[config.mk]
export PLATFORM = sky130hd
export DESIGN_NAME = scsa_ctrl
export DESIGN_NICKNAME = d
export VERILOG_FILES = /design/src/hdl/scsa_pkg.sv /design/src/hdl/scsa_ctrl.sv
export SDC_FILE = /design/constraint.sdc
export NUM_CORES = 1
export LEC_CHECK = 0
export CORE_AREA = 3 3 40 42
export CTS_BUF_LIST = sky130_fd_sc_hd__clkbuf_16
export CTS_CLUSTER_SIZE = 25
export DETAILED_ROUTE_END_ITERATION = 6
export DIE_AREA = 0 0 43 45
export DONT_BUFFER_PORTS = 1
export GPL_ROUTABILITY_DRIVEN = 1
export PLACE_DENSITY = 0.36
export SYNTH_ARGS = -nofsm -noshare
export SYNTH_HDL_FRONTEND = slang
export SYNTH_SLANG_ARGS = --single-unit
[constraint.sdc]
create_clock -name i_clk -period 2.4 [get_ports i_clk]
set_clock_uncertainty 0.2 [all_clocks]
set_input_delay 0.48 -clock i_clk [delete_from_list [all_inputs] [get_ports i_clk]]
set_output_delay 0.48 -clock i_clk [all_outputs]
set_load 0.01 [all_outputs]
[src/hdl/scsa_pkg.sv]
// ----------------------------------------------------------------------------
// scsa_pkg
// Shared types and constants of the size-class slab allocator.
// ----------------------------------------------------------------------------
package scsa_pkg;
    localparam int NUM_CLASSES   = 8;
    localparam int POOL_PAGES    = 16;
    localparam int MAX_PAGE_LOG2 = 12;
    localparam int MIN_SLOT_LOG2 = 3;
    localparam int LINK_SHIFT    = MAX_PAGE_LOG2 - MIN_SLOT_LOG2;
    localparam int LINK_DEPTH    = POOL_PAGES << LINK_SHIFT;
    localparam int IDX_W         = $clog2(LINK_DEPTH);
    localparam int CLS_W         = $clog2(NUM_CLASSES);
    localparam int PG_W          = $clog2(POOL_PAGES + 1);
    localparam int TABLE_CLASSES = (NUM_CLASSES < 8) ? NUM_CLASSES : 8;

    localparam logic [2:0] ST_OK   = 3'd0;
    localparam logic [2:0] ST_HEAP = 3'd1;
    localparam logic [2:0] ST_OOM  = 3'd2;
    localparam logic [2:0] ST_BIG  = 3'd3;
    localparam logic [2:0] ST_NULL = 3'd4;

    localparam logic [1:0] CFG_PAGE  = 2'd0;
    localparam logic [1:0] CFG_COUNT = 2'd1;
    localparam logic [1:0] CFG_TABLE = 2'd2;

    localparam logic [31:0] SIZE_LIMIT = 32'h7FFF_FFFF;

    typedef struct packed {
        logic req_type;
        logic [31:0] size;
        logic [15:0] address;
        logic null_pointer;
    } t_req;

    typedef struct packed {
        logic [2:0]  status;
        logic [15:0] slot_address;
        logic [31:0] granted_size;
        logic [63:0] total_bytes;
    } t_rsp;

    // controller -> datapath
    typedef struct packed {
        logic load;       // capture request and classify
        logic carve_init; // start carving a page
        logic carve_step; // push one carved slot
        logic rd_link;    // read link of head
        logic pop;        // commit pop
        logic push_free;  // commit free push
        logic finish;     // build result
    } t_cmd;

    // datapath -> controller
    typedef struct packed {
        logic is_alloc_path; // allocate hitting a class
        logic is_free_push;  // free of exact class size
        logic head_valid;
        logic can_carve;
        logic carve_last;
        logic carve_none;    // page yields no slot
    } t_sts;
endpackage

[src/hdl/scsa_ctrl.sv]
// ----------------------------------------------------------------------------
// scsa_ctrl
// Sequencer of one request: classify, carve, pop or push, respond.
// ----------------------------------------------------------------------------
module scsa_ctrl (
    input  logic           i_clk,
    input  logic           i_rst_n,
    input  logic           i_in_valid,
    output logic           o_in_ready,
    output logic           o_out_valid,
    input  logic           i_out_ready,
    input  scsa_pkg::t_sts i_sts,
    output scsa_pkg::t_cmd o_cmd
);
    import scsa_pkg::*;

    localparam logic [2:0] S_IDLE  = 3'd0;
    localparam logic [2:0] S_DEC   = 3'd1;
    localparam logic [2:0] S_CARVE = 3'd2;
    localparam logic [2:0] S_RD    = 3'd3;
    localparam logic [2:0] S_POP   = 3'd4;
    localparam logic [2:0] S_FIN   = 3'd5;
    localparam logic [2:0] S_OUT   = 3'd6;

    logic [2:0] r_state, n_state;

    always_ff @(posedge i_clk) begin
        if (!i_rst_n) r_state <= S_IDLE;
        else r_state <= n_state;
    end

    always_comb begin
        n_state = r_state;
        o_cmd = '0;
        unique case (r_state)
            S_IDLE: if (i_in_valid) begin
                o_cmd.load = 1'b1;
                n_state = S_DEC;
            end
            S_DEC: begin
                if (i_sts.is_alloc_path) begin
                    if (i_sts.head_valid) n_state = S_RD;
                    else if (i_sts.can_carve && !i_sts.carve_none) begin
                        o_cmd.carve_init = 1'b1;
                        n_state = S_CARVE;
                    end else begin
                        o_cmd.carve_init = i_sts.can_carve;
                        n_state = S_FIN;
                    end
                end else begin
                    o_cmd.push_free = i_sts.is_free_push;
                    n_state = S_FIN;
                end
            end
            S_CARVE: begin
                o_cmd.carve_step = 1'b1;
                if (i_sts.carve_last) n_state = S_RD;
            end
            S_RD: begin
                o_cmd.rd_link = 1'b1;
                n_state = S_POP;
            end
            S_POP: begin
                o_cmd.pop = 1'b1;
                n_state = S_FIN;
            end
            S_FIN: begin
                o_cmd.finish = 1'b1;
                n_state = S_OUT;
            end
            S_OUT: if (i_out_ready) n_state = S_IDLE;
            default: n_state = S_IDLE;
        endcase
    end

    assign o_in_ready  = r_state == S_IDLE;
    assign o_out_valid = r_state == S_OUT;
endmodule

* Word-level counts from Yosys, hierarchy flattened
Cells that the tools add are included.
Cells by class: equal/unequal tests 9, multiplexer cells 19, reductions and logical operators 4
Operator list (count):
- 3-bit one-hot mux with 7 select lines | 1
- 3-bit two-way mux | 6
- 1-bit two-way mux | 12
- 3-bit equality test (second input constant) | 3
- 3-bit by 2-bit equality test with 1-bit output (second input constant) | 2
- 2-bit != test (second input constant) | 2
- 3-bit by 1-bit equality test with 1-bit output (second input constant) | 1
- 3-bit logical NOT | 1
- 3-bit AND reduction | 1
- 2-bit by 1-bit != test with 1-bit output (second input constant) | 1
- 1-bit logical AND | 1
- 1-bit logical NOT | 1
Storage, ports and cells: logic and storage cells 33, flip-flop bits (word level) 3, output and inout bits 9, input bits 10

* Longest topological paths before layout
Gate-level depths: netlist of the first run.
depth in word-level cells 6, depth in mapped cells 4, gate-level depth less buffers 3

* Worst setup path before layout of the first run
Ideal clock, no wire load.
kind reg2out, start point reg r_state[0], end point out o_cmd[6] (netlist bit), cell stages (with the launch flop) 4, required time 1.720 ns, path buffers 1, path slack 0.674 ns, data arrival time 1.046 ns, cell sequence dfxtp_1 buf_4 nor3_1 and2_1
RTL lines:
- from (decl) | RTL line scsa_ctrl.sv:25 | logic [2:0] r_state, n_state;
- from (signal assigned) | RTL line scsa_ctrl.sv:29 | else r_state <= n_state;
- to (decl) | RTL line scsa_ctrl.sv:13 | output scsa_pkg::t_cmd o_cmd

==> qor.log, run 1 <==
INFO  outcome        run_status=completed
INFO  clock_network  cts-buffers-inserted=3
INFO  placed_design  finalWeightedCongestion=0.6632
INFO  final_layout   diodes=0
INFO  yosys          synthesis.yosys.warnings=0
INFO  clock_network  cts.sink_count=3
INFO  clock_network  cts.repair.resized=0
INFO  floorplanning  core_area=1285um2
INFO  critical_path  worstPathCellList=nor3_1 > and2_1
INFO  detailed_routing first_iter_violations=0
INFO  final_layout   layout.filler_cells=150
INFO  detailed_routing via_count=247
INFO  placed_design  io_buffer_count=0
INFO  final_layout   areaGrowthSynthToFinish=26.51%
INFO  timing         grt_setup_unrepaired=no
INFO  global_route   grt_max_degree=14
INFO  detailed_routing drtPass1Iterations=1
INFO  detailed_routing drt-total-wl=649um
INFO  critical_path  worst-endpoint-required=1.72ns
INFO  timing         hold_vio_cnt_final=0
INFO  clock_network  clock_latency=0.22ns
INFO  power          peakVddDrop=0.2329mV
INFO  floorplanning  fp.dieW=43um
INFO  final_layout   reg.largest.list=r_state (3)
INFO  yosys          synth.ff_latch_count=3
INFO  clock_network  clock_tree.root_cell=clkbuf_16
INFO  global_route   grt_first_pass_wirelength=1062um
INFO  placed_design  dp_cells=47
INFO  floorplanning  placement_rows=13
INFO  global_route   grt_pass1_vias=244
INFO  clock_network  hold_buffers=0
INFO  final_layout   nets=47
INFO  final_layout   mostFrequentLayoutCell=nor3_1
INFO  placed_design  detailed_placer_s_ending_hpwl=524.9um
INFO  clock_network  clock_tree_from_tritoncts=yes
INFO  critical_path  worstSetupEndpointType=output pin
INFO  global_route   globalRoute.totalOverflow=0
INFO  power          leakagePower=0.1354nW
INFO  clock_network  clk_transition_reported_paths=0.03ns
INFO  final_layout   instances_no_fill=51
INFO  yosys          average_cell_area_after_synthesis=7.686um2
INFO  floorplanning  io_pins=19
INFO  yosys          yosysSeqAreaShare=0.2233
INFO  final_layout   largest_register_ffs=3
INFO  yosys          synth_top_flop_cell=dfxtp_1
INFO  yosys          syn-cell-area=269.0um2
INFO  critical_path  worstPathMaxFanout=13
INFO  timing         setup_ws=0.4277ns
INFO  timing         fin_crit=1.972ns
INFO  floorplanning  die-area=1935um2
INFO  yosys          synthesis.instances=35
INFO  detailed_routing residual_drc_count=0
INFO  clock_network  postCtsSetupBuffers=0
INFO  detailed_routing post_drt_via_cell_ratio=4.843
INFO  yosys          synth_fp_nets=45
INFO  critical_path  critical_path.top_delay_family=simple AND/OR/NAND/NOR gates
INFO  critical_path  timing.critical_path.slowest_cell_delay=0.43ns
INFO  final_layout   max_flop_register=r_state
INFO  clock_network  clockBufferDepth=2
INFO  critical_path  cp.arrival=1.29ns
INFO  timing         setup_tns=0ns
INFO  timing         final_clock_period_utilization_by_the_worst_path=0.8218
INFO  timing         final_slew_violations=0
INFO  critical_path  crit_path_buf_inv_count=0
INFO  timing         slew_headroom=0.7156
INFO  critical_path  timing.critical_path.slowest_stage_cell=nor3_1
INFO  clock_network  htree_depth=1
INFO  yosys          synth.distinct_cells=23
INFO  timing         worst_pin_slew=0.4234ns
INFO  power          power_density=1338nW/um2
INFO  critical_path  crit_path_start_kind=flip-flop
INFO  final_layout   final_layout_size_suffix_gt1_frac=0.1389
INFO  hold_path      hp-class=input pin to flip-flop
INFO  detailed_routing wl_per_cell=12.73um
INFO  yosys          synth-edff-count=0
INFO  yosys          async_reset_ff_frac=0
INFO  global_route   gr-usage-all-layers=0.07475
INFO  global_route   number_of_antenna_violations_at_the_first_check_in_global_routing=0
INFO  timing         timing.final.setup_violations=0
INFO  detailed_routing drtAntennaViolNets=0
INFO  critical_path  critical_setup_path_class=flip-flop to output pin
INFO  floorplanning  die-height=45um
INFO  timing         max_freq=507.0MHz
INFO  floorplanning  initial_utilization=0.2093
INFO  placed_design  dpl_worst_slack=0.6422ns
INFO  flow_run       max_cap_violations=0
[kinds of logic (layout without fill, tap and decap cells)]
logic type	count (synthesis)	after routing	share of synthesized area
compound gates	8	8	0.2326
simple gates	18	18	0.3861
xor+xnor	1	1	0.03256
buf+inv	5	6	0.1256
flops	3	3	0.2233
[per-stage QoR]
stage / power [mW] / area, um2 / util / hold WS (ns)
after global routing: 0.4813 / 340.3 / 0.2648 / 0.2061
after CTS: 0.4595 / 340.3 / 0.2648 / 0.2029
after global placement: 0.2023 / 261.5 / 0.2035 / 0.4289
after floorplan: 0.2032 / 269.0 / - / 0.3571
final: 0.4552 / 340.3 / 0.2648 / 0.2020
after detailed placement: 0.2017 / 261.5 / 0.2035 / 0.4253
[cell usage after synthesis, types with 2 or more instances]
master	number	area, um2
buf_4	2	15.01
dfxtp_1	3	60.06
inv_1	2	7.510
nand2_1	3	11.26
nor2_1	3	11.26
nor3_1	4	20.02
nor3b_1	2	15.01
[worst register-to-register path, cell delays in order (launching register included)]
cell,delay (ns)
dfxtp_1,0.51
nor3_1,0.11
a211o_1,0.28
a21oi_1,0.13
[final timing paths]
kind | startpoint | endpoint | slack [ns] | depth (start not counted)
worst max-delay path | r_state[0]$_SDFFE_PN0P_ | o_cmd[6] | 0.43 | 2
worst min-delay path | i_rst_n | r_state[2]$_SDFFE_PN0P_ | 0.20 | 1
worst max register to register | r_state[1]$_SDFFE_PN0P_ | r_state[0]$_SDFFE_PN0P_ | 1.10 | 3
worst min register to register | r_state[0]$_SDFFE_PN0P_ | r_state[0]$_SDFFE_PN0P_ | 0.47 | 2
[layer usage]
layer | global-route usage | up-vias | share of wire | wire (um)
li1 | - | 128 | - | -
met1 | 0.06459 | 111 | 0.37 | 242
met5 | 0 | - | 0 | 0
met4 | 0.03614 | 0 | 0 | 0
met2 | 0.1287 | 8 | 0.50 | 325
met3 | 0.05578 | 0 | 0.13 | 82
[where the power goes]
part | switching [mW] | leakage [nW] | internal (mW)
clock | 0.0411 | 0.0423 | 0.214
combinational | 0.0524 | 0.0683 | 0.0474
sequential | 0.0362 | 0.0248 | 0.0637
[area by class of cell]
cell class | instances | area, um2 | share of cell area
Tap cell | 15 | 18.77 | 0.05515
Sequential cell | 3 | 60.06 | 0.1765
Inverter | 2 | 7.507 | 0.02206
Multi-Input combinational cell | 27 | 175.2 | 0.5147
Clock buffer | 3 | 75.07 | 0.2206
Clock inverter | 1 | 3.754 | 0.01103
(Power assumes the default switching activity.)
==> run 2: changes to the inputs <==
--- a/config.mk
+++ b/config.mk
@@ -12,7 +12,7 @@
 export DIE_AREA = 0 0 43 45
 export DONT_BUFFER_PORTS = 1
 export GPL_ROUTABILITY_DRIVEN = 1
-export PLACE_DENSITY = 0.36
+export PLACE_DENSITY = 0.37
 export SYNTH_ARGS = -nofsm -noshare
 export SYNTH_HDL_FRONTEND = slang
 export SYNTH_SLANG_ARGS = --single-unit
==> constraint.sdc (replaced) <==
create_clock -name i_clk -period 1.6 [get_ports i_clk]
set_clock_uncertainty 0.2 [all_clocks]
set_input_delay 0.32 -clock i_clk [delete_from_list [all_inputs] [get_ports i_clk]]
set_output_delay 0.32 -clock i_clk [all_outputs]
set_load 0.01 [all_outputs]
==> qor.log, run 2 (synthesis gave the netlist of run 1 again) <==
INFO  outcome        run_status=complete, but fails checks
INFO  outcome        failed_checks=negative setup slack
INFO  floorplanning  placement_rows=13 [unchanged]
INFO  final_layout   largest_register_ffs=3 [unchanged]
INFO  critical_path  setup.worst_path.end=o_cmd[1]
INFO  critical_path  timing.critical_path.from=r_state[2]$_SDFFE_PN0P_
INFO  floorplanning  io_pins=19 [unchanged]
INFO  final_layout   final_layout_size_suffix_gt1_frac=0.4524 [+0.3135]
INFO  critical_path  r2r_setup_slack=0.27ns [-0.83 ns]
INFO  detailed_routing drtPass1Iterations=4 [+3]
INFO  clock_network  htree_depth=1 [unchanged]
INFO  detailed_routing drtAntennaViolNets=0 [unchanged]
INFO  global_route   globalRoute.totalOverflow=0 [unchanged]
INFO  flow_run       max_cap_violations=0 [unchanged]
INFO  global_route   groute.layer.met2.usage=0.1407 [+0.01198]
INFO  critical_path  critical_setup_path_class=flip-flop to output pin
INFO  critical_path  worst-endpoint-required=1.08ns [-0.64 ns]
INFO  final_layout   reg.largest.list=r_state (3)
INFO  clock_network  postCtsSetupBuffers=0 [unchanged]
INFO  timing         grt_setup_unrepaired=yes
INFO  clock_network  cts.sink_count=3 [unchanged]
INFO  critical_path  timing.rr.end=r_state[0]$_SDFFE_PN0P_
INFO  clock_network  clockBufferDepth=2 [unchanged]
INFO  critical_path  cp_num_cells=4 [+2]
INFO  floorplanning  die-height=45um [unchanged]
INFO  final_layout   finish.utilization=0.3262 [+0.06134]
INFO  placed_design  detailed_placer_s_ending_hpwl=577.3um [+10%]
INFO  clock_network  cts-buffers-inserted=3 [unchanged]
INFO  detailed_routing residual_drc_count=0 [unchanged]
INFO  final_layout   nets=53 [+13%]
INFO  critical_path  crit_path_buf_inv_count=1 [+1]
INFO  critical_path  worstSetupEndpointType=output pin
INFO  power          peakVddDrop=1.015mV [+340%]
INFO  global_route   use_met1=0.1034 [+0.03877]
INFO  global_route   grt_max_degree=14 [unchanged]
INFO  final_layout   diodes=0 [unchanged]
INFO  timing         worst_pin_slew=0.3505ns [-0.07291 ns]
INFO  detailed_routing via_count=286 [+16%]
INFO  floorplanning  initial_utilization=0.2093 [unchanged]
INFO  final_layout   max_flop_register=r_state
INFO  clock_network  clk_transition_reported_paths=0.03ns [about the same]
INFO  timing         slew_headroom=0.7646 [+0.04898]
INFO  critical_path  crit_path_start_kind=flip-flop
INFO  power          power_density=1835nW/um2 [+37%]
INFO  detailed_routing wl_per_cell=13.30um [+4.5%]
INFO  global_route   gr-usage-all-layers=0.09567 [+0.02092]
INFO  clock_network  clock_tree_from_tritoncts=yes
INFO  timing         final_slew_violations=0 [unchanged]
INFO  floorplanning  fp.dieW=43um [unchanged]
INFO  critical_path  worst_r2r_startpoint=r_state[2]$_SDFFE_PN0P_
INFO  placed_design  dpl_worst_slack=0.04633ns [-0.5959 ns]
INFO  critical_path  cp.arrival=1.09ns [-0.20 ns]
INFO  clock_network  clock_tree.root_cell=clkbuf_16
INFO  final_layout   mostFrequentLayoutCell=buf_4
INFO  detailed_routing drt-total-wl=758um [+17%]
INFO  power          total_power=0.7692mW [+69%]
INFO  timing         hold_vio_cnt_final=0 [unchanged]
INFO  critical_path  ff2ff_path_depth=4 [+1]
INFO  timing         setup_tns=-0.01239ns [-0.01239 ns]
INFO  final_layout   areaGrowthSynthToFinish=55.81%
INFO  critical_path  timing.critical_path.slowest_cell_delay=0.36ns [-0.07 ns]
INFO  placed_design  io_buffer_count=0 [unchanged]
INFO  timing         max_freq=620.2MHz
INFO  final_layout   layout.filler_cells=137 [-8.7%]
INFO  power          leakagePower=0.1750nW [+29%]
INFO  floorplanning  core_area=1285um2 [unchanged]
INFO  detailed_routing post_drt_via_cell_ratio=5.018 [+3.6%]
INFO  timing         fin_crit=1.612ns
INFO  global_route   grt_pass1_vias=263 [+7.8%]
INFO  timing         final_clock_period_utilization_by_the_worst_path=1.008
INFO  timing         setup_ws=-0.01239ns [-0.4401 ns]
INFO  placed_design  finalWeightedCongestion=0.7074 [+6.7%]
INFO  clock_network  clock_latency=0.22ns [about the same]
INFO  floorplanning  die-area=1935um2 [unchanged]
INFO  critical_path  critical_path.top_delay_family=flip-flops
INFO  critical_path  worstPathMaxFanout=7 [-6]
INFO  timing         timing.final.setup_violations=1 [+1]
INFO  global_route   grt_first_pass_wirelength=1297um [+22%]
INFO  global_route   grt_most_used_layer=met2
INFO  detailed_routing first_iter_violations=3 [+3]
INFO  global_route   use_met3=0.06375 [+0.007968]
INFO  critical_path  timing.critical_path.slowest_stage_cell=dfxtp_4
INFO  hold_path      hp-class=input pin to flip-flop
INFO  final_layout   final_cell_mix=6 x buf_4, 3 x inv_1, 3 x nor3_1, 3 x clkbuf_16
INFO  global_route   number_of_antenna_violations_at_the_first_check_in_global_routing=0 [unchanged]
INFO  critical_path  worstPathCellList=nor2_4 > nand2_2 > nor3b_2 > buf_4
run 2: how the worst min path moves through the flow:
stage / slack, ns / endpoint / from / depth (start not counted)
final: 0.03 / r_state[2]$_SDFFE_PN0P_ / i_rst_n / 1
after global routing: 0.03 / r_state[2]$_SDFFE_PN0P_ / i_rst_n / 1
after CTS: 0.03 / r_state[2]$_SDFFE_PN0P_ / i_rst_n / 1
after detailed placement: 0.26 / r_state[2]$_SDFFE_PN0P_ / i_rst_n / 1
after global placement: 0.27 / r_state[2]$_SDFFE_PN0P_ / i_rst_n / 1
after floorplan: 0.25 / r_state[0]$_SDFFE_PN0P_ / i_rst_n / 2
run 2: cell type report:
| class | instances | area [um2] | area share |
|---|---|---|---|
| well taps | 15 | 18.77 | 0.04478 |
| clock inverters | 1 | 3.754 | 0.008955 |
| clock buffers | 3 | 75.07 | 0.1791 |
| flip-flops and latches | 3 | 68.82 | 0.1642 |
| inverters | 2 | 7.507 | 0.01791 |
| repair buffers | 6 | 45.04 | 0.1075 |
| multi-input cells | 27 | 200.2 | 0.4776 |
run 2: stage by stage:
step / hold slack [ns] / cell area, um2 / cells
final: 0.02992 / 419.2 / 57
after global routing: 0.03381 / 419.2 / 57
after CTS: 0.03106 / 404.1 / 57
after detailed placement: 0.2632 / 306.5 / 53
after global placement: 0.2659 / 306.5 / 53
after floorplan: 0.2515 / 269.0 / 35
run 2: power by group:
part	internal (mW)	switching (mW)	total, mW
logic	0.121	0.114	0.236
registers	0.104	0.0463	0.150
clock network	0.322	0.0618	0.383
total	0.547	0.222	0.769
run 2: what timing repair did:
action,4_1_cts,5_1_grt
cloned,0,0
hold buffers,0,0
endpoints found under the setup margin,6,4
hold endpoints to repair,0,0
pin swaps,2,2
gates resized for setup,7,4
run 2: per-layer routing:
layer	vias up	wire length (um)
met3	0	79
li1	138	-
met5	-	0
met4	0	0
met2	11	372
met1	137	306
